==> src/sv/difficulty_target_retarget_defines.svh <==
// ----------------------------------------------------------------------------
// difficulty_target_retarget_defines
// assertion macros shared by the retarget block
// ----------------------------------------------------------------------------
`ifndef DIFFICULTY_TARGET_RETARGET_DEFINES_SVH
`define DIFFICULTY_TARGET_RETARGET_DEFINES_SVH

// same-cycle implication, disabled in reset
`define DTR_ASSERT_NOW(lbl, ante, cons, msg) \
  lbl: assert property (@(posedge clk) disable iff (!rst_n) (ante) |-> (cons)) else $error(msg);

// next-cycle implication, disabled in reset
`define DTR_ASSERT_NEXT(lbl, ante, cons, msg) \
  lbl: assert property (@(posedge clk) disable iff (!rst_n) (ante) |=> (cons)) else $error(msg);

`endif

==> src/sv/dtr_pkg.sv <==
// ----------------------------------------------------------------------------
// dtr_pkg
// types and constants of the difficulty target retarget block
// ----------------------------------------------------------------------------
`default_nettype none
package dtr_pkg;

  localparam int TgtW      = 256;
  localparam int SpanW     = 31;
  localparam int MultW     = 33;
  localparam int ChunkW    = 32;
  localparam int QDepthDef = 2;
  localparam logic [15:0] BlockTimeRst = 16'd600;

  typedef struct packed {
    logic [TgtW-1:0]  target;
    logic [MultW-1:0] mult;
    logic [SpanW-1:0] span;
  } dtr_job_t;

  typedef struct packed {
    logic busy;
    logic done_wait;
  } dtr_back_stat_t;

endpackage
`default_nettype wire

==> src/sv/dtr_front.sv <==
// ----------------------------------------------------------------------------
// dtr_front
// forms the expected span and the clamped elapsed time of one item
// ----------------------------------------------------------------------------
`default_nettype none
module dtr_front (
  input  wire logic [15:0]        block_time,
  input  wire logic [63:0]        old_target_w0,
  input  wire logic [63:0]        old_target_w1,
  input  wire logic [63:0]        old_target_w2,
  input  wire logic [63:0]        old_target_w3,
  input  wire logic [31:0]        start_stamp,
  input  wire logic [31:0]        end_stamp,
  input  wire logic signed [15:0] blk_count,
  output dtr_pkg::dtr_job_t       job
);

  logic [14:0]              cnt;
  logic [dtr_pkg::SpanW-1:0] span_raw;
  logic [dtr_pkg::SpanW-1:0] span;
  logic [31:0]              diff;
  logic [28:0]              lo;
  logic [dtr_pkg::MultW-1:0] hi;
  logic [dtr_pkg::MultW-1:0] mult;

  always_comb begin
    cnt      = (blk_count < 16'sd1) ? 15'd1 : blk_count[14:0];
    span_raw = dtr_pkg::SpanW'(block_time) * dtr_pkg::SpanW'(cnt);
    span     = (span_raw == '0) ? dtr_pkg::SpanW'(1) : span_raw;
    diff     = end_stamp - start_stamp;
    lo       = span[dtr_pkg::SpanW-1:2];
    hi       = {span, 2'b00};
    // negative elapsed time clamps up to the lower bound
    if (diff[31] || (diff < {3'b000, lo})) begin
      mult = dtr_pkg::MultW'(lo);
    end else if ({1'b0, diff} > hi) begin
      mult = hi;
    end else begin
      mult = {1'b0, diff};
    end
    job.target = {old_target_w3, old_target_w2, old_target_w1, old_target_w0};
    job.mult   = mult;
    job.span   = span;
  end

endmodule
`default_nettype wire

==> config.mk <==
export PLATFORM = sky130hd
export DESIGN_NAME = dtr_front
export DESIGN_NICKNAME = d
export VERILOG_FILES = /design/src/sv/difficulty_target_retarget_defines.svh /design/src/sv/dtr_pkg.sv /design/src/sv/dtr_front.sv
export SDC_FILE = /design/constraint.sdc
export NUM_CORES = 1
export LEC_CHECK = 0
export BUFFER_PORTS_ARGS = -buffer_cell sky130_fd_sc_hd__clkbuf_2
export CELL_PAD_IN_SITES_DETAIL_PLACEMENT = 0
export CELL_PAD_IN_SITES_GLOBAL_PLACEMENT = 1
export CORE_AREA = 2 2 261 263
export DETAILED_ROUTE_END_ITERATION = 8
export DIE_AREA = 0 0 263 265
export GPL_TIMING_DRIVEN = 0
export PLACE_DENSITY = 0.56
export SETUP_SLACK_MARGIN = 0.4
export SLEW_MARGIN = 20
export SYNTH_ARGS = -nofsm -noshare
export SYNTH_HDL_FRONTEND = slang
export SYNTH_SLANG_ARGS = --single-unit
==> constraint.sdc <==
create_clock -name vclk -period 15.75
set_input_delay 3.15 -clock vclk [all_inputs]
set_output_delay 3.15 -clock vclk [all_outputs]
set_load 0.01 [all_outputs]
Yosys cells after proc, flatten, opt, wreduce, memory -nomap -nowiden
Index checks and enable logic that the tools add are counted.

word-level totals
  flip-flop bits (word level) = 0
  output and inout port bits = 320
  word-level logic and storage cells = 11
  input bits = 352

cells by class
  multiply operators = 1
  $lt $le $gt $ge = 3
  add/sub/neg operators = 1
  reduce and logical (&&, ||, !) cells = 2
  muxes and demuxes = 4

operators by type and width
  cell                                                         number
  two-way mux 33 bit                                           2
  > comparator 32 x 33 -> 1 bit                                1
  less-than comparator 32 x 29 -> 1 bit                        1
  subtractor 32 bit                                            1
  logical NOT 31 bit                                           1
  multiplier 16 x 15 -> 31 bit                                 1
  two-way mux 31 bit                                           1
  less-than comparator 16 x 2 -> 1 bit, second input constant  1
  two-way mux 15 bit                                           1
  logical OR 1 bit                                             1

Logic depth before layout (Yosys ltp)
  depth in word-level cells = 8
  mapped depth = 43
  gate-level depth less buffers = 39

Least setup slack after synthesis
No wires, ideal clock.

  path type = in2out
  start point = in blk_count[15]
  end point = out job[62] (netlist name)
  cell stages on the path = 33
  path buffers = 4
  setup slack = 0.686 ns
  arrival = 11.914 ns
  data required time = 12.600 ns
  cell sequence = clkbuf_1 > nor2_1 > and2_1 > clkbuf_1 > nand2_1 > fa_1 > inv_1 > fa_1 > fa_1 > fa_1 > fa_1 > inv_1 > fa_1 > inv_1 > ha_1 > clkbuf_2 > a211oi_2 > o21ai_1 > o311ai_0 > a311o_1 > inv_1 > a311oi_1 > nand4_1 > or3_1 > o31ai_1 > ha_1 > nand4_1 > nor4_1 > a211oi_1 > o31ai_1 > a31o_2 > buf_2 > a2111oi_0

RTL lines
  item         RTL line         source
  from (decl)  dtr_front.sv:14  input wire logic signed [15:0] blk_count,
  to (decl)    dtr_front.sv:15  output dtr_pkg::dtr_job_t job

==> metrics.txt <==
status=finished clean; layout cells sized above 1=0.397; fill cell count=7330; critical path data required time=12.60 ns; GRT overflow=0; most frequent cells after synthesis=inv_1, buf_4, ha_1; CP Buf/Inv Count=10; internal power=roughly 1.8 mW; critical path startpoint=blk_count[2]; cell family with most CP delay=adder cells; Synth Area in Adders=0.410; final slew viol count=0; Hold WC Path Type=primary input to output pin; Synth Area in XOR/XNOR=0.0284; register area share after synthesis=0; Avg WL per Cell=19.3 µm; vias per inst=4.46; Total GRT Usage=0.169; drt drc=0; initial DRC count=730; CP Launch Type=primary input; Max transition margin=0.237; die height=between 200 and 300 µm; final-layout clock buffer total=0; Max VDD drop=just under 0.3 mV; Setup TNS=0 ns; RSZ-0062 raised after global routing=true; largest family of logic cells by synthesized area=adder cells; Mapped Cells=roughly 1800; Worst Setup Path Type=primary input to output pin; synth warn=0; drt total wl=about 61000 µm; crit-path max FO=10; Post-Synth Simple-Gate Area=0.182; Pwr per Cell Area=around 230 nW/µm²; CP arrival=12.33 ns; crit-path max cell delay=around 0.56 ns; Synth cell types=80; Ports=672; share of the synthesized area in the top cell type=0.251; ANT nets after route=0; dominant cell by count in the synthesized netlist=inv_1; Layout Nets=between 3000 and 4000; core region area=around 67000 µm²; Port Buf Inserts=~420; most frequent CP cell=fa_1; min Tclk post-route=15.48 ns; Syn Area/Cell=7.94 µm²; Final setup viols=0; critical path endpoint category=output pin; syn nets=~2500; Initial Utilization=0.216; Maximum Capacitance Violations=0; Critical Path Stages=between 40 and 50; Area contributors post-synth=fa_1, ha_1, buf_4; Core Util, Final=0.286; largest net degree at the start of global routing=12; P&R area growth vs syn=32.1%; Pleak=between 10 and 15 nW; sw power=roughly 2.6 mW; initial antenna violation count=6; register share of total power=0; vias in the first global route=14700; Logic pwr share=1.000; Hold Vio Cnt, Final=0; Clock power frac=0; slowest cell on the critical path=fa_1; Net Sw Frac=0.589; Slew @ Worst Pin=about 1.1 ns; worst setup path endpoint=job[60]; hold buffers post-CTS=0; Peak Freq=roughly 65 MHz; post-synth design cell area=approximately 14000 µm²; Synth Area in Compound Gates=0.127; site row count=95; Tcrit/Tclk final=0.983; register area=0 µm²; die area=69700 µm²; multiplexer share of the synthesized area=0.0276; first-pass GRT wire length=just over 90000 µm; Die Width=about 260 µm; via count=~14000; Yosys top cell by area=fa_1; Pre-Repair DR Iteration Count=5; global placement routability congestion=just under 0.9; Seq Cell Count=0; DP HPWL=between 50000 and 60000 µm
routing by layer:
layer,GRT usage,wire length [µm],up-vias,share of wire
li1,-,-,6629,-
met1,0.224,26500,6953,0.43
met2,0.294,29800,515,0.49
met3,0.0253,3810,51,0.062
met4,0.0250,985,6,0.016
met5,0,33,-,0.00054
timing repair:
action / CTS / global route
setup buffers: 45 / 10
pin swaps: 75 / 39
resized for setup: 175 / 87
cloned: 4 / 1
setup endpoints to repair: 33 / 32
layout by cell type (no fill, tap or decap), types with 40 or more instances in the layout:
master / instances
nor2_1: 61
and2_1: 110
inv_1: 256
clkbuf_2: 400
a21oi_1: 82
and3_1: 40
fa_1: 177
ha_1: 171
buf_4: 312
nand2_1: 148
layout make-up:
cell class         instances  area [µm²]  share of cell area
diodes                     3        7.51            0.000393
plain buffers            321        2390               0.125
inverters                271        1020              0.0533
multi-input cells       1228       11900               0.623
well taps                873        1090              0.0572
repair buffers           474        2690               0.141
worst min-delay path by stage:
stage / from / end / slack (ns) / cells past startpoint
floorplan: old_target_w0[36] / job[100] / 6.39 / 1
global placement: old_target_w0[29] / job[93] / 6.49 / 2
detailed placement: old_target_w2[1] / job[193] / 6.49 / 2
CTS: old_target_w2[50] / job[242] / 6.49 / 2
global route: old_target_w0[8] / job[72] / 6.49 / 2
finish: old_target_w0[45] / job[109] / 6.49 / 2
power groups by stage:
stage	combinational, mW	clock, mW	sequential [mW]
global route	4.75	0.0000000255	0
finish	4.34	0.0000000256	0
CTS	4.17	0	0
detailed placement	3.52	0	0
floorplan	2.20	0	0
global placement	3.49	0	0
stage by stage:
step / cell area [µm²] / hold slack, ns / worst slack (ns) / instances / power (mW)
after floorplan: 14400 / 6.39 / 0.686 / 1819 / 2.20
after global placement: 17600 / 6.49 / -2.36 / 3107 / 3.49
after detailed placement: 17600 / 6.49 / -2.25 / 3107 / 3.52
after CTS: 18700 / 6.49 / 0.101 / 3156 / 4.17
after global routing: 19100 / 6.49 / -0.181 / 3170 / 4.75
final: 19100 / 6.49 / 0.270 / 3170 / 4.34
cells by family (layout without fill, tap and decap cells):
logic type      count (synthesis)  in the layout
other cells                     1              4
simple gates                  508            509
mux                            39             39
xor+xnor                       43             43
buf+inv                       592           1066
fa+ha+maj                     365            365
compound gates                271            271
Note: power is estimated with default switching activity, not from simulation.
