$ cat src/sv/difficulty_target_retarget_defines.svh
// ----------------------------------------------------------------------------
// difficulty_target_retarget_defines
// assertion macros shared by the retarget block
// ----------------------------------------------------------------------------
`ifndef DIFFICULTY_TARGET_RETARGET_DEFINES_SVH
`define DIFFICULTY_TARGET_RETARGET_DEFINES_SVH

// same-cycle implication, disabled in reset
`define DTR_ASSERT_NOW(lbl, ante, cons, msg) \
  lbl: assert property (@(posedge clk) disable iff (!rst_n) (ante) |-> (cons)) else $error(msg);

// next-cycle implication, disabled in reset
`define DTR_ASSERT_NEXT(lbl, ante, cons, msg) \
  lbl: assert property (@(posedge clk) disable iff (!rst_n) (ante) |=> (cons)) else $error(msg);

`endif

$ cat src/sv/dtr_pkg.sv
// ----------------------------------------------------------------------------
// dtr_pkg
// types and constants of the difficulty target retarget block
// ----------------------------------------------------------------------------
`default_nettype none
package dtr_pkg;

  localparam int TgtW      = 256;
  localparam int SpanW     = 31;
  localparam int MultW     = 33;
  localparam int ChunkW    = 32;
  localparam int QDepthDef = 2;
  localparam logic [15:0] BlockTimeRst = 16'd600;

  typedef struct packed {
    logic [TgtW-1:0]  target;
    logic [MultW-1:0] mult;
    logic [SpanW-1:0] span;
  } dtr_job_t;

  typedef struct packed {
    logic busy;
    logic done_wait;
  } dtr_back_stat_t;

endpackage
`default_nettype wire

$ cat src/sv/dtr_back.sv
// ----------------------------------------------------------------------------
// dtr_back
// multiplies the target by the clamped time and divides by the span
// ----------------------------------------------------------------------------
`default_nettype none
module dtr_back (
  input  wire logic           clk,
  input  wire logic           rst_n,
  input  dtr_pkg::dtr_job_t   job,
  input  wire logic           job_empty,
  output logic                job_pop,
  output logic [63:0]         new_target_w0,
  output logic [63:0]         new_target_w1,
  output logic [63:0]         new_target_w2,
  output logic [63:0]         new_target_w3,
  output logic                res_empty,
  input  wire logic           res_pop,
  output dtr_pkg::dtr_back_stat_t stat
);

  localparam int TgtW   = dtr_pkg::TgtW;
  localparam int ChunkW = dtr_pkg::ChunkW;
  localparam int MultW  = dtr_pkg::MultW;
  localparam int SpanW  = dtr_pkg::SpanW;
  localparam int ProdW  = ChunkW + MultW;
  localparam int MulSteps = TgtW / ChunkW;

  typedef enum logic [1:0] {S_IDLE, S_MUL, S_DIV, S_DONE} state_t;

  state_t              state_r;
  logic [TgtW-1:0]     src_r;
  logic [TgtW-1:0]     acc_r;
  logic [MultW-1:0]    mult_r;
  logic [SpanW-1:0]    span_r;
  logic [MultW-1:0]    carry_r;
  logic [SpanW:0]      rem_r;
  logic [7:0]          step_r;
  logic [TgtW-1:0]     res_r;
  logic                res_vld_r;

  logic [ProdW-1:0]    prod;
  logic [SpanW:0]      cur;
  logic                ge;

  assign prod = ProdW'(src_r[ChunkW-1:0]) * ProdW'(mult_r) + ProdW'(carry_r);
  assign cur  = {rem_r[SpanW-1:0], acc_r[TgtW-1]};
  assign ge   = (cur >= {1'b0, span_r});

  assign job_pop   = (state_r == S_IDLE) && !job_empty;
  assign res_empty = !res_vld_r;
  assign {new_target_w3, new_target_w2, new_target_w1, new_target_w0} = res_r;
  assign stat.busy      = (state_r != S_IDLE);
  assign stat.done_wait = (state_r == S_DONE);

  always_ff @(posedge clk) begin
    if (!rst_n) begin
      state_r   <= S_IDLE;
      res_vld_r <= 1'b0;
      step_r    <= '0;
    end else begin
      if (res_vld_r && res_pop) begin
        res_vld_r <= 1'b0;
      end
      unique case (state_r)
        S_IDLE: begin
          if (!job_empty) begin
            src_r   <= job.target;
            mult_r  <= job.mult;
            span_r  <= job.span;
            carry_r <= '0;
            step_r  <= '0;
            state_r <= S_MUL;
          end
        end
        S_MUL: begin
          // low chunk first, product shifts in from the top
          src_r   <= {{ChunkW{1'b0}}, src_r[TgtW-1:ChunkW]};
          acc_r   <= {prod[ChunkW-1:0], acc_r[TgtW-1:ChunkW]};
          carry_r <= prod[ProdW-1:ChunkW];
          if (step_r == 8'(MulSteps - 1)) begin
            step_r  <= '0;
            rem_r   <= '0;
            state_r <= S_DIV;
          end else begin
            step_r <= step_r + 1'b1;
          end
        end
        S_DIV: begin
          // restoring division, quotient bits shift in at the bottom
          rem_r <= ge ? (cur - {1'b0, span_r}) : cur;
          acc_r <= {acc_r[TgtW-2:0], ge};
          if (step_r == 8'(TgtW - 1)) begin
            state_r <= S_DONE;
          end
          step_r <= step_r + 1'b1;
        end
        S_DONE: begin
          if (!res_vld_r) begin
            res_r     <= acc_r;
            res_vld_r <= 1'b1;
            state_r   <= S_IDLE;
          end
        end
        default: state_r <= S_IDLE;
      endcase
    end
  end

endmodule
`default_nettype wire

$ cat config.mk
export PLATFORM = sky130hd
export DESIGN_NAME = dtr_back
export DESIGN_NICKNAME = d
export VERILOG_FILES = /design/src/sv/difficulty_target_retarget_defines.svh /design/src/sv/dtr_pkg.sv /design/src/sv/dtr_back.sv
export SDC_FILE = /design/constraint.sdc
export NUM_CORES = 2
export LEC_CHECK = 0
export ABC_AREA = 1
export BUFFER_PORTS_ARGS = -buffer_cell sky130_fd_sc_hd__buf_2
export CAP_MARGIN = 40
export CORE_MARGIN = 1
export CORE_UTILIZATION = 40
export DETAILED_ROUTE_END_ITERATION = 12
export HOLD_SLACK_MARGIN = 0.03
export SETUP_SLACK_MARGIN = 0.1
export SYNTH_ARGS = -nofsm -noshare
export SYNTH_HDL_FRONTEND = slang
export SYNTH_SLANG_ARGS = --single-unit
$ cat constraint.sdc
create_clock -name clk -period 31.7 [get_ports clk]
set_input_delay 6.34 -clock clk [delete_from_list [all_inputs] [get_ports clk]]
set_output_delay 6.34 -clock clk [all_outputs]
set_load 0.1 [all_outputs]
# Word-level counts from Yosys, hierarchy flattened
# Index checks and enable logic that the tools add are counted.
# op_classes
add_sub_neg	3
n_mul	1
magnitude_cmp	1
n_eq_ne	9
muxes	19
n_bitwise	2
n_reduce_logical	16
# op_table
cell	n
$pmux 256 s2	2
$mux 256	1
$pmux 33 s2	1
$add 65x33->65	1
$mul 32x33->65	1
$mux 31	2
$pmux 31 s2	1
$mux 33	1
$ge 32x31->1	1
$sub 31x31->31	1
$pmux 8 s3	1
$mux 8	2
$reduce_and 3->1	4
$add 8x1->8 const B	1
$eq 8x3->1 const B	1
$eq 8x8->1 const B	1
$mux 2	4
$ne 2x2->1 const B	4
$pmux 2 s4	1
$reduce_bool 2->1	3
$eq 2x2->1 const B	2
$reduce_and 2->1	2
$reduce_and 4->1	1
$mux 1	3
6 further kinds	9
# totals
reg_bits	907
inputBits	324
out_inout_bits	260
wordCells	61

# Longest topological paths before layout
# depth
ltp_word	4
ltp_mapped	34
mapped_depth_nobuf	32

# Worst setup path after synthesis
# Ideal clock, no wire load.
# synth_path
path_type	input -> register
start	input rst_n
end	register carry_r[0], enable pin
setup_time_ns	1.364
arrival_ns	27.443
t_required_ns	30.336
setup_slack_ns	2.892
path_stages	2
n_path_buf	0
path_cell_list	inv_1 > a211oi_1
# synth_via
elab_chain_len	1
# synth_rtl
element	line	source
from (decl)	dtr_back.sv:8	input wire logic rst_n,
$reduce_and 3->1 (no line)	n/a	
to (signal assigned)	dtr_back.sv:79	carry_r <= prod[ProdW-1:ChunkW];
to (decl)	dtr_back.sv:35	logic [MultW-1:0] carry_r;
# Every way passes these cells.
# A chain may end at the register's enable or synchronous reset.

# Final worst setup path
# layout_path
start	input job_empty
end	output job_pop
# layout_via
elab_chain_len	2
# layout_rtl
element	line	source
from (decl)	dtr_back.sv:10	input wire logic job_empty,
$logic_not 1->1	n/a	
$logic_and 1x1->1	dtr_back.sv:49	assign job_pop = (state_r == S_IDLE) && !job_empty;
to (decl)	dtr_back.sv:11	output logic job_pop,
# Every way passes these cells.

==> metrics.txt <==
First-pass DRT Iterations=6; DIE WIDTH=roughly 430 um; Worst Setup Path Type=in2out; # hold bufs at CTS=0; f_max=around 75 MHz; area fraction of the dominant cell type after synthesis=36.1%; Final Hold Slack=between 0.4 and 0.5 ns; Root Buffer=clkbuf_16; initial antenna violation count=40; Post-synth EDFFs=around 900; CP Launch Point=job_empty; post-synthesis cell area=approximately 75000 um2; HP Class=reg2reg; Mapped Avg Cell Area=~9 um2; final setup vio count=0; RSZ-0062 raised after global routing=false; die height=roughly 430 um; post-synthesis cell type count=between 40 and 50; vias in the first global route=around 56000; latest clock arrival within the worst-skew pair=0.80 ns; Residual DRC=0; fin nets=between 10000 and 15000; final WL=just over 200000 um; total congestion overflow=0; Core Area=roughly 190000 um2; synth warn=0; Starting DRT DRC Count=3708; reg2reg setup slack=24.13 ns; register area share after synthesis=a little over a third; max_cap viols=0; worst hold path depth=0; FF-to-FF path depth=27; Die ar.=~190000 um2; Ports=584; Port Buffers=583; DP HPWL=between 150000 and 200000 um; Top FF cell, synth=edfxtp_1; minimum clock period=~13 ns; critical path peak fanout=3; worst slew pin tran=between 1 and 1.5 ns; CTS H-tree lvls=3; routability cong.=0.952; DR vias/cell=roughly 4.7; Startpoint Class=input pin; max_slew headroom=~33%; clk slew on worst S/H paths=roughly 0.060 ns; largest net degree at the start of global routing=168; drt wl/cell=between 15 and 20 um; Clock Skew=around 0.075 ns; Longest Clk Path Bufs=3; Detail Route Antenna Nets=0; setup TNS=0 ns; Syn Inst Count=8352; CP endpoint=job_pop; final hold violations=0; Synth area leaders=edfxtp_1 (36%), fa_1 (26%), nand2_1 (14%); critical path arrival=approximately 7 ns; critical path capture point type=primary output; total global-route track usage=between 20 and 25%; # rows=158; P&R area growth vs syn=11.9%; outcome=finished, final reports clean; Yosys top cell by area=edfxtp_1; clock sink count=between 900 and 1000; share of cells above drive strength 1=around a tenth; Tcrit/Tclk final=between 40% and 50%; total CTS buffers=99; Worst R2R End=acc_r[248]$_DFFE_PP_; Gates resized, CTS repair=0; Post-CTS Repair Setup Buffers=0; DR vias=~54000; Critical Path RT=~25 ns; Pins Over Slew Limit=0; Yosys reg bits=a little over 900; Critical R2R Launch=mult_r[18]$_DFFE_PP_; starting density of the core=between 40 and 50%; Post-synth ARST share=0%; first-pass GRT wire length=about 320000 um; syn_nets=9937; CTS tree=yes
==> synthesized netlist by cell type (2+ instances only) <==
cell         n
inv_1     2144
o21bai_1    15
nor4_1       3
buf_2        2
dfxtp_1     11
nand2_2      5
edfxtp_1   896
ha_1       301
xor2_1      23
a21oi_2      4
buf_6        5
nor3_1      11
nand2_1   2772
nand3b_1    13
clkbuf_1   329
o21ai_0    275
nand4_1     16
and2_1       7
nand3_1    106
fa_1       960
buf_1       14
nor2_2       5
or2_2       16
a21oi_1    101
o22ai_1      2
inv_2        3
xnor2_1      8
nor2_1     287
and3_1       2
==> logic make-up (layout without fill, tap and decap cells) <==
group	Yosys count	count (layout)	share of synthesized area, %
DFF	907	907	36.4
AOI/OAI and AO/OA	405	405	2.84
adders and majority gates	1261	1261	30.9
xor gates and xnor gates	31	31	0.364
and+or+nand+nor	3250	3250	16.9
other	0	15	0
buffers and inverters	2498	3008	12.6
==> placed cells by master, fill, tap and decap left out, types with 101 or more instances in the layout <==
cell / n
ha_1: 299
a21oi_1: 101
buf_2: 583
nand3_1: 106
nand2_1: 2772
nor2_1: 285
o21ai_0: 275
fa_1: 960
edfxtp_1: 896
inv_1: 2141
==> state kept, by name, summed over array words and instances, names as in the netlist, 2 cells and up <==
| name | cells |
|---|---|
| src_r | 256 |
| mult_r | 33 |
| step_r | 8 |
| span_r | 31 |
| res_r | 256 |
| acc_r | 256 |
| rem_r | 31 |
| state_r | 2 |
| carry_r | 33 |
==> cell type report <==
cell class                      count  area [um2]
Timing Repair Buffer              674        3720
Fill cell                       18000      102000
Inverter                         2148        8090
Tap cell                         2480        3100
Multi-Input combinational cell   4947       38000
Sequential cell                   907       27100
Antenna cell                       15        37.5
Clock inverter                     66         727
Clock buffer                      120        2560
==> worst min path at each step <==
stage,start,endpoint,slack [ns]
after detailed placement,acc_r[159]$_DFFE_PP_,res_r[159]$_DFFE_PP_,0.43
after global routing,acc_r[237]$_DFFE_PP_,res_r[237]$_DFFE_PP_,0.45
after global placement,acc_r[236]$_DFFE_PP_,res_r[236]$_DFFE_PP_,0.43
final,acc_r[170]$_DFFE_PP_,res_r[170]$_DFFE_PP_,0.44
after floorplan,acc_r[101]$_DFFE_PP_,res_r[101]$_DFFE_PP_,0.43
after CTS,acc_r[123]$_DFFE_PP_,res_r[123]$_DFFE_PP_,0.44
==> per-stage QoR <==
step                      utilization (%)  instance area, um2  worst slack, ns  instances
after floorplan                         -               74500             2.89       8352
after global placement               43.1               79900            18.31      11200
after detailed placement             43.2               80000            18.36      11200
after CTS                            45.0               83300            18.35      11300
after global routing                 45.0               83300            18.34      11400
final                                45.0               83400            18.36      11400
==> metal layers <==
layer	track usage, %	up-vias	share of wire [%]
li1	-	25400	-
met1	27.4	26300	40
met2	38.1	1603	50
met3	4.20	367	6.2
met4	7.06	46	3.3
met5	0	-	0.14
==> critical path, stage by stage <==
cell and delay (ns):
buf_2 0.12, nor2_1 0.11, buf_2 0.43
Power is not shown: default switching activity piles up to over one toggle a cycle in this logic, so the estimate is an artifact.
