**config.mk**
```make
export PLATFORM = sky130hd
export DESIGN_NAME = dtr_queue
export DESIGN_NICKNAME = d
export VERILOG_FILES = /design/src/sv/difficulty_target_retarget_defines.svh /design/src/sv/dtr_pkg.sv /design/src/sv/dtr_queue.sv
export SDC_FILE = /design/constraint.sdc
export NUM_CORES = 1
export LEC_CHECK = 0
export BUFFER_PORTS_ARGS = -buffer_cell sky130_fd_sc_hd__clkbuf_2
export CORE_AREA = 2 2 253 255
export DETAILED_ROUTE_END_ITERATION = 7
export DIE_AREA = 0 0 255 257
export SLEW_MARGIN = 20
export SYNTH_ARGS = -nofsm -noshare
export SYNTH_HDL_FRONTEND = slang
export SYNTH_SLANG_ARGS = --single-unit
```
**constraint.sdc**
```tcl
create_clock -name clk -period 40.7 [get_ports clk]
set_clock_uncertainty 0.2 [all_clocks]
set_input_delay 2.035 -clock clk [delete_from_list [all_inputs] [get_ports clk]]
set_output_delay 2.035 -clock clk [all_outputs]
set_load 0.02 [all_outputs]
```
**src/sv/difficulty_target_retarget_defines.svh**
```systemverilog
// ----------------------------------------------------------------------------
// difficulty_target_retarget_defines
// assertion macros shared by the retarget block
// ----------------------------------------------------------------------------
`ifndef DIFFICULTY_TARGET_RETARGET_DEFINES_SVH
`define DIFFICULTY_TARGET_RETARGET_DEFINES_SVH

// same-cycle implication, disabled in reset
`define DTR_ASSERT_NOW(lbl, ante, cons, msg) \
  lbl: assert property (@(posedge clk) disable iff (!rst_n) (ante) |-> (cons)) else $error(msg);

// next-cycle implication, disabled in reset
`define DTR_ASSERT_NEXT(lbl, ante, cons, msg) \
  lbl: assert property (@(posedge clk) disable iff (!rst_n) (ante) |=> (cons)) else $error(msg);

`endif

```
**src/sv/dtr_pkg.sv**
```systemverilog
// ----------------------------------------------------------------------------
// dtr_pkg
// types and constants of the difficulty target retarget block
// ----------------------------------------------------------------------------
`default_nettype none
package dtr_pkg;

  localparam int TgtW      = 256;
  localparam int SpanW     = 31;
  localparam int MultW     = 33;
  localparam int ChunkW    = 32;
  localparam int QDepthDef = 2;
  localparam logic [15:0] BlockTimeRst = 16'd600;

  typedef struct packed {
    logic [TgtW-1:0]  target;
    logic [MultW-1:0] mult;
    logic [SpanW-1:0] span;
  } dtr_job_t;

  typedef struct packed {
    logic busy;
    logic done_wait;
  } dtr_back_stat_t;

endpackage
`default_nettype wire

```
**src/sv/dtr_queue.sv**
```systemverilog
// ----------------------------------------------------------------------------
// dtr_queue
// short job queue between the front and the back
// ----------------------------------------------------------------------------
`default_nettype none
module dtr_queue #(
  parameter int Depth = dtr_pkg::QDepthDef
) (
  input  wire logic              clk,
  input  wire logic              rst_n,
  input  wire logic              push,
  input  dtr_pkg::dtr_job_t      wdata,
  output logic                   full,
  input  wire logic              pop,
  output dtr_pkg::dtr_job_t      rdata,
  output logic                   empty
);

  localparam int PtrW = (Depth > 1) ? $clog2(Depth) : 1;
  localparam int CntW = $clog2(Depth + 1);

  dtr_pkg::dtr_job_t mem [Depth];
  logic [PtrW-1:0] wp_r, wp_nxt, rp_r, rp_nxt;
  logic [CntW-1:0] cnt_r, cnt_nxt;
  logic            do_push, do_pop;

  assign full    = (cnt_r == CntW'(Depth));
  assign empty   = (cnt_r == '0);
  assign do_push = push && !full;
  assign do_pop  = pop && !empty;
  assign rdata   = mem[rp_r];

  always_comb begin
    wp_nxt  = wp_r;
    rp_nxt  = rp_r;
    cnt_nxt = cnt_r;
    if (do_push) begin
      wp_nxt = (wp_r == PtrW'(Depth - 1)) ? '0 : wp_r + 1'b1;
    end
    if (do_pop) begin
      rp_nxt = (rp_r == PtrW'(Depth - 1)) ? '0 : rp_r + 1'b1;
    end
    if (do_push && !do_pop) begin
      cnt_nxt = cnt_r + 1'b1;
    end else if (do_pop && !do_push) begin
      cnt_nxt = cnt_r - 1'b1;
    end
  end

  always_ff @(posedge clk) begin
    if (do_push) begin
      mem[wp_r] <= wdata;
    end
  end

  always_ff @(posedge clk) begin
    if (!rst_n) begin
      wp_r  <= '0;
      rp_r  <= '0;
      cnt_r <= '0;
    end else begin
      wp_r  <= wp_nxt;
      rp_r  <= rp_nxt;
      cnt_r <= cnt_nxt;
    end
  end

endmodule
`default_nettype wire

```
### Word-level counts from Yosys, hierarchy flattened

Memories as Yosys holds them, arrays and structs flattened. A register that Yosys moved wholly into a read port is not among the register bits.
Index checks and enable logic that the tools add are counted.

* bits in writable memories: 640
* memories: 1
* output and inout bits: 322
* bits in latches: 0
* memory bits (read-only): 0
* word-level logic and storage cells: 27
* register bits after elaboration: 4
* input port bits: 324

* reduce and logical (&&, ||, !) cells: 10
* add/subtract/negate cells: 4
* multipliers: 0
* order comparisons: 0
* divide/modulo/power cells: 0
* mux-type cells: 8
* bitwise logic cells: 0
* shifts and indexed selects: 0
* equal/unequal tests: 1

Memory list
* mem: words 2, bits a word 320, rd ports 1, clocked after Yosys merged registers in 1, write ports 1, RTL line dtr_queue.sv:22 `dtr_pkg::dtr_job_t mem [Depth];`

Operators with widths (count)
* 1-bit 2-to-1 mux: 6
* 1-bit logical AND: 4
* 1-bit zero test: 4
* 2-bit 2-to-1 mux: 2
* 1-bit adder (second input constant): 2
* 2-bit by 1-bit adder with 2-bit output (second input constant): 1
* 2-bit equality test (second input constant): 1
* 2-bit zero test: 1
* 2-bit nonzero test: 1
* 2-bit by 1-bit subtractor with 2-bit output (second input constant): 1

### Depth between registers and ports, before layout

Gate-level depths: netlist (run 1).

* depth after elaboration: 7
* mapped depth: 7
* depth with buffers taken out: 7

### Worst setup path after synthesis (run 1)

Ideal clock, no wire load.

* path kind: input-to-reg
* start point: in push
* end point: reg wp_r
* data required time: 40.386 ns
* setup time: 0.114 ns
* cell stages on the path: 3
* buffers on the path: 0
* arrival: 15.220 ns
* path slack: 25.166 ns
* cells stage by stage: inv_1 -> nor3_2 -> o21a_1

* cells in the longest elaborated chain, start to end: 1

Ends and longest elaborated chain
* from (decl): RTL line dtr_queue.sv:11 `input wire logic push,`
* 1-bit logical AND: RTL line dtr_queue.sv:29 `assign do_push = push && !full;`
* to (signal assigned): RTL line dtr_queue.sv:62 `wp_r <= wp_nxt;`
* to (decl): RTL line dtr_queue.sv:23 `logic [PtrW-1:0] wp_r, wp_nxt, rp_r, rp_nxt;`

No other way between the ends.
A chain may end at the register's enable or synchronous reset.

==> flow_summary.json, run 1 <==
{
  "synth_cell_types": 22,
  "final_nets": 2036,
  "ys_seq_elements": 645,
  "start_util_pct": 39.6,
  "route.vias.total": 12100,
  "cts.sinks": 645,
  "synth_top_cell_by_area": "edfxtp_1",
  "arrival_ps": 4030,
  "startpoint_type": "register",
  "portBuffers": 645,
  "p_per_area_nw_per_um2": 66.7,
  "use_met2_pct": 29.0,
  "crit_type": "register to primary output",
  "total_leakage_power_nw": 12.1,
  "hold_viol": 0,
  "synth-async-reset-ratio_pct": 0,
  "postRouteAntennaNets": 0,
  "crit_chain": "buf_4, buf_4, mux2_4, clkbuf_2",
  "synthSimpleGateAreaFrac_pct": 0.221,
  "synth_fa_ha_area_share_pct": 0.0503,
  "yosysWarnings": 0,
  "path_clk_slew_ps": 60,
  "die_y_um": 257,
  "num_io_pins": 646,
  "clockBufferDepth": 3,
  "syn_inst": 1021,
  "slowest_stage": "dfxtp_4",
  "grt_usage_pct": 16.4,
  "htree_levels": 3,
  "grt_pass1_wl_mm": 78.8,
  "crit_end": "rdata[130]",
  "grt_use_met3_pct": 6.39,
  "maxCapViolations": 0,
  "gp_congestion": 0.803,
  "endpoint_kind": "primary output",
  "std_cell_rows": 92,
  "cts_buffers": 69,
  "hpwl_mm": 38.5,
  "postSynthAreaPerCell_um2": 24.4,
  "met1_usage_pct": 17.5,
  "die_area_um2": 65500,
  "slowest_delay_ps": 970,
  "drive_gt1_share_pct": 60.6,
  "wl_per_cell_um": 21.3,
  "ir_worst_vdd_v": 0.0000731,
  "drc": 0,
  "synth_commonest_cells": "640 x edfxtp_1, 300 x mux2_4, 33 x buf_12",
  "die_x_um": 255,
  "critPathMostFrequentCell": "buf_4",
  "antenna_found_initial": 12,
  "muxShareOfSynthArea_pct": 19.0,
  "fin_crit_sh_pct": 15.4,
  "core_area_um2": 62700,
  "synth_top_family_by_area": "multiplexers",
  "r2r_end": "mem[0][211]",
  "drtIter0Drc": 746,
  "clock_latency_ps": 590,
  "worst_r2r_path_depth": 6,
  "n_fill_cell": 5308,
  "synth-edff-count": 640,
  "postCtsSetupBuffers": 0,
  "overflow": 0,
  "syn-cell-area_um2": 24900,
  "cts_resized": 0,
  "grt_pass1_vias": 12700,
  "yosysMostFrequentCell": "edfxtp_1",
  "synth_compound_area_share_pct": 0.131,
  "synthFlopType": "edfxtp_1",
  "drtPass1Iterations": 5,
  "fmax_mhz": 160,
  "vias_per_cell": 4.63,
  "hold_class": "register to register",
  "worstMarginPinSlew_ps": 1130,
  "slew_viol_final": 0,
  "required_ps": 38460,
  "synth_xor_area_share_pct": 0.106,
  "finalSetupTns_ps": 0,
  "ys_seq_area_share_pct": 77.7,
  "period_minus_slack_ps": 6260,
  "syn_nets": 1346,
  "cts_hold_buffers": 0,
  "cts_tree": "yes",
  "cp_max_fo": 55,
  "fin_util_pct": 49.0,
  "synth_top_area_share_pct": 77.3,
  "wl_mm": 55.7,
  "setup_violations": 0,
  "cts-root-buf": "clkbuf_16",
  "grt_setup_unrepaired": "false",
  "timing.rr.start": "cnt_r[0]",
  "yosys-top-cells-area": "edfxtp_1 77%, mux2_4 18%, buf_12 2.7%",
  "syn_to_final_growth_pct": 23.5,
  "top_usage_layer": "met2",
  "max_slew_margin_pct": 24.5,
  "ff2ff_setup_slack_ps": 35920,
  "grt_max_degree": 157,
  "outcome": "completed"
}
==> metrics by stage <==
| step | total power [W] | hold slack [ps] | cell area (µm²) | setup slack [ps] | std cells |
|---|---|---|---|---|---|
| 4_1_cts | 0.00208 | 344 | 30700 | 34300 | 2609 |
| 6_report | 0.00205 | 340 | 30700 | 34440 | 2615 |
| 5_1_grt | 0.00214 | 391 | 30700 | 34160 | 2615 |
| 2_1_floorplan | 0.00138 | 283 | 24900 | 25170 | 1021 |
| 3_3_place_gp | 0.00149 | 295 | 28600 | 34260 | 2486 |
| 3_5_place_dp | 0.00149 | 337 | 28600 | 34230 | 2486 |
==> worst min path at each step <==
stage / startpoint / slack [ps] / cells past startpoint / endpoint
floorplan: cnt_r[1] / 280 / 2 / cnt_r[1]
global placement: cnt_r[1] / 290 / 2 / cnt_r[1]
detailed placement: cnt_r[1] / 340 / 2 / cnt_r[1]
CTS: cnt_r[1] / 340 / 2 / cnt_r[1]
global route: cnt_r[1] / 390 / 2 / cnt_r[1]
finish: cnt_r[1] / 340 / 2 / cnt_r[1]
==> power by group <==
part | internal (W) | leakage (nW) | switching, W
combinational | 0.000256 | 5.02 | 0.000349
sequential | 0.000836 | 6.02 | 0.0000289
clock | 0.000336 | 1.02 | 0.000243
==> cells in the final DEF, fill, tap and decap left out, types with 3 or more instances in the layout <==
| master | count |
|---|---|
| dfxtp_1 | 4 |
| clkbuf_16 | 70 |
| bufinv_16 | 3 |
| clkinv_2 | 12 |
| buf_4 | 6 |
| clkbuf_1 | 19 |
| diode_2 | 6 |
| buf_12 | 3 |
| clkinv_8 | 3 |
| clkinv_1 | 13 |
| clkbuf_2 | 645 |
| and2_1 | 3 |
| mux2_2 | 20 |
| edfxtp_1 | 640 |
| mux2_4 | 300 |
==> flip-flops by register name, indices dropped and copies added (netlist names), named ones only <==
name   cells
mem      640
cnt_r      2
wp_r       1
rp_r       1
==> critical path, delay by kind of cell, from the launching register on <==
| family | cells | cell delay [ps] |
|---|---|---|
| buf+inv | 3 | 1990 |
| flops | 1 | 970 |
| mux | 1 | 360 |
==> metal layers <==
layer / part of all wire, % / up-vias
met5: 0.12 / -
met4: 2.8 / 10
met3: 8.4 / 105
met2: 53 / 401
met1: 35 / 6110
li1: - / 5489
==> layout make-up <==
| cell class | count | area (µm²) | area share [%] |
|---|---|---|---|
| clock buffer | 89 | 1820 | 5.94 |
| timing repair buffer | 655 | 3340 | 10.9 |
| clock inverter | 34 | 272 | 0.884 |
| inverter | 2 | 7.51 | 0.0244 |
| tap | 846 | 1060 | 3.45 |
| multi-input combinational | 338 | 4870 | 15.8 |
| sequential | 645 | 19300 | 62.9 |
| antenna | 6 | 15.0 | 0.0489 |
==> cell families (layout without fill, tap and decap cells) <==
kind of cell / count (synthesis) / after routing
AOI/OAI and AO/OA: 5 / 5
other: 0 / 6
and+or+nand+nor: 9 / 9
muxes: 320 / 320
DFF: 645 / 645
buffers and inverters: 38 / 780
adders and majority gates: 1 / 1
xor gates and xnor gates: 3 / 3
No activity file was read; power rests on OpenSTA's default activity.
==> run 2: changes to the inputs <==
--- a/config.mk
+++ b/config.mk
@@ -9,6 +9,7 @@
 export CORE_AREA = 2 2 253 255
 export DETAILED_ROUTE_END_ITERATION = 7
 export DIE_AREA = 0 0 255 257
+export PLACE_DENSITY = 0.65
 export SLEW_MARGIN = 20
 export SYNTH_ARGS = -nofsm -noshare
 export SYNTH_HDL_FRONTEND = slang
==> constraint.sdc (replaced) <==
create_clock -name clk -period 5.1 [get_ports clk]
set_clock_uncertainty 0.2 [all_clocks]
set_input_delay 0.255 -clock clk [delete_from_list [all_inputs] [get_ports clk]]
set_output_delay 0.255 -clock clk [all_outputs]
set_load 0.02 [all_outputs]
==> flow_summary.json, run 2 (same netlist as run 1, synthesis figures left out) <==
{
  "largest-register": "mem",
  "grt_pass1_vias": 14800,
  "arrival_ps": 2820,
  "final_nets": 2368,
  "postRouteAntennaNets": 0,
  "cts_buffers": 68,
  "hold_class": "input pin to register",
  "final_common_cell": "clkbuf_2",
  "drtPass1Iterations": 4,
  "fin_cells": 2942,
  "grt_usage_pct": 17.2,
  "finalInstanceArea_um2": 34100,
  "cts.sinks": 645,
  "ir_worst_vdd_v": 0.000405,
  "n_fill_cell": 4847,
  "grt_setup_unrepaired": "false",
  "place_inst": 2496,
  "die_y_um": 257,
  "clock_latency_ps": 570,
  "maxCapViolations": 0,
  "crit_chain": "buf_4, mux2_4, clkbuf_2",
  "place_area_um2": 28700,
  "drc": 0,
  "antenna_found_initial": 5,
  "drive_gt1_share_pct": 52.1,
  "cp_max_fo": 52,
  "slowest_delay_ps": 1010,
  "max_slew_margin_pct": 23.6,
  "overflow": 0,
  "ff2ff_setup_slack_ps": 2600,
  "startpoint_type": "register",
  "htree_levels": 3,
  "cts_resized": 0,
  "fin_crit_sh_pct": 64.2,
  "hold_viol": 0,
  "hpwl_mm": 38.4,
  "syn_to_final_growth_pct": 37.3,
  "drtIter0Drc": 638,
  "switching_share_pct": 30.2,
  "vias_per_cell": 4.61,
  "crit_type": "register to primary output",
  "cts_tree": "yes",
  "finalSetupTns_ps": 0,
  "grt_pass1_wl_mm": 85.0,
  "wl_per_cell_um": 19.8,
  "endpoint_kind": "primary output",
  "required_ps": 4640,
  "core_area_um2": 62700,
  "cts-root-buf": "clkbuf_16",
  "cts_hold_buffers": 323,
  "outcome": "completed",
  "wl_mm": 58.4,
  "most-common-layout-cells": "645 x clkbuf_2, 640 x edfxtp_1, 323 x dlygate4sd3_1, 300 x mux2_4, 70 x clkbuf_16",
  "route.vias.total": 13600,
  "seqPwrFrac_pct": 41.3,
  "period_minus_slack_ps": 3270,
  "start_util_pct": 39.6,
  "reg_top3": "mem x640, cnt_r x2",
  "clockBufferDepth": 3,
  "total_leakage_power_nw": 13.5,
  "path_clk_slew_ps": 60,
  "p_per_area_nw_per_um2": 492,
  "setup_violations": 0,
  "final.setup.worst_slack_ps": 1830,
  "die_area_um2": 65500,
  "p_clk_share_pct": 28.6,
  "slew_viol_final": 0,
  "combPwrFrac_pct": 30.2,
  "die_x_um": 255,
  "cell_internal_pwr_w": 0.0117,
  "grt_max_degree": 168,
  "std_cell_rows": 92,
  "postCtsSetupBuffers": 0,
  "slowest_stage": "dfxtp_4",
  "fmax_mhz": 305,
  "dp_slack_ps": 2390,
  "largest_reg_flops": 640,
  "portBuffers": 645,
  "worstMarginPinSlew_ps": 1150,
  "gp_congestion": 0.856,
  "switchingPower_w": 0.00507,
  "num_io_pins": 646
}
## run 2: changes by cell type in the layout (fill, tap and decap cells not counted), moves of 2 or more
cell,change
dlygate4sd3_1,+323
clkbuf_1,-10
buf_4,+8
buf_12,+3
bufinv_16,+3
clkinv_1,-2
clkinv_2,+2
## run 2: layout make-up
type / instances / area (µm²) / area share, %
sequential: 645 / 19300 / 56.6
timing repair buffer: 988 / 6690 / 19.6
multi-input combinational: 338 / 4870 / 14.3
clock buffer: 79 / 1790 / 5.23
tap: 846 / 1060 / 3.10
clock inverter: 39 / 380 / 1.11
inverter: 2 / 12.5 / 0.0367
antenna: 5 / 12.5 / 0.0367
## run 2: metal layers
| metal | track usage [%] | up-vias | part of all wire (%) |
|---|---|---|---|
| li1 | - | 6140 | - |
| met1 | 18.1 | 6760 | 36 |
| met2 | 30.8 | 502 | 53 |
| met3 | 4.98 | 150 | 7.0 |
| met4 | 9.03 | 0 | 4.5 |
| met5 | 0 | - | 0 |
## run 2: through the flow
stage          utilization, %  hold WS [ps]  power (W)
2_1_floorplan               -           154     0.0109
3_3_place_gp             45.8           243     0.0118
3_5_place_dp             45.8           247     0.0119
4_1_cts                  54.4          63.3     0.0170
5_1_grt                  54.4           114     0.0175
6_report                 54.4           114     0.0168
## run 2: worst max-delay path, delay by kind of cell (launching register included)
family | cells | cell delay, ps
DFF | 1 | 1010
buffers and inverters | 2 | 810
muxes | 1 | 350
## run 2: power by group through the flow
stage	Sequential, W	Clock (W)	Combinational (W)
floorplan	0.00706	0	0.00379
detailed placement	0.00704	0	0.00487
global placement	0.00700	0	0.00485
CTS	0.00693	0.00493	0.00511
finish	0.00692	0.00480	0.00506
global route	0.00698	0.00516	0.00532
## run 2: final timing paths
check,start,to,depth (start not counted)
setup / recovery,register,rdata[196],3
hold reg to reg,rp_r,register,2
setup reg to reg,cnt_r[0],mem[1][69],3
hold / removal,push,mem[0][235],4
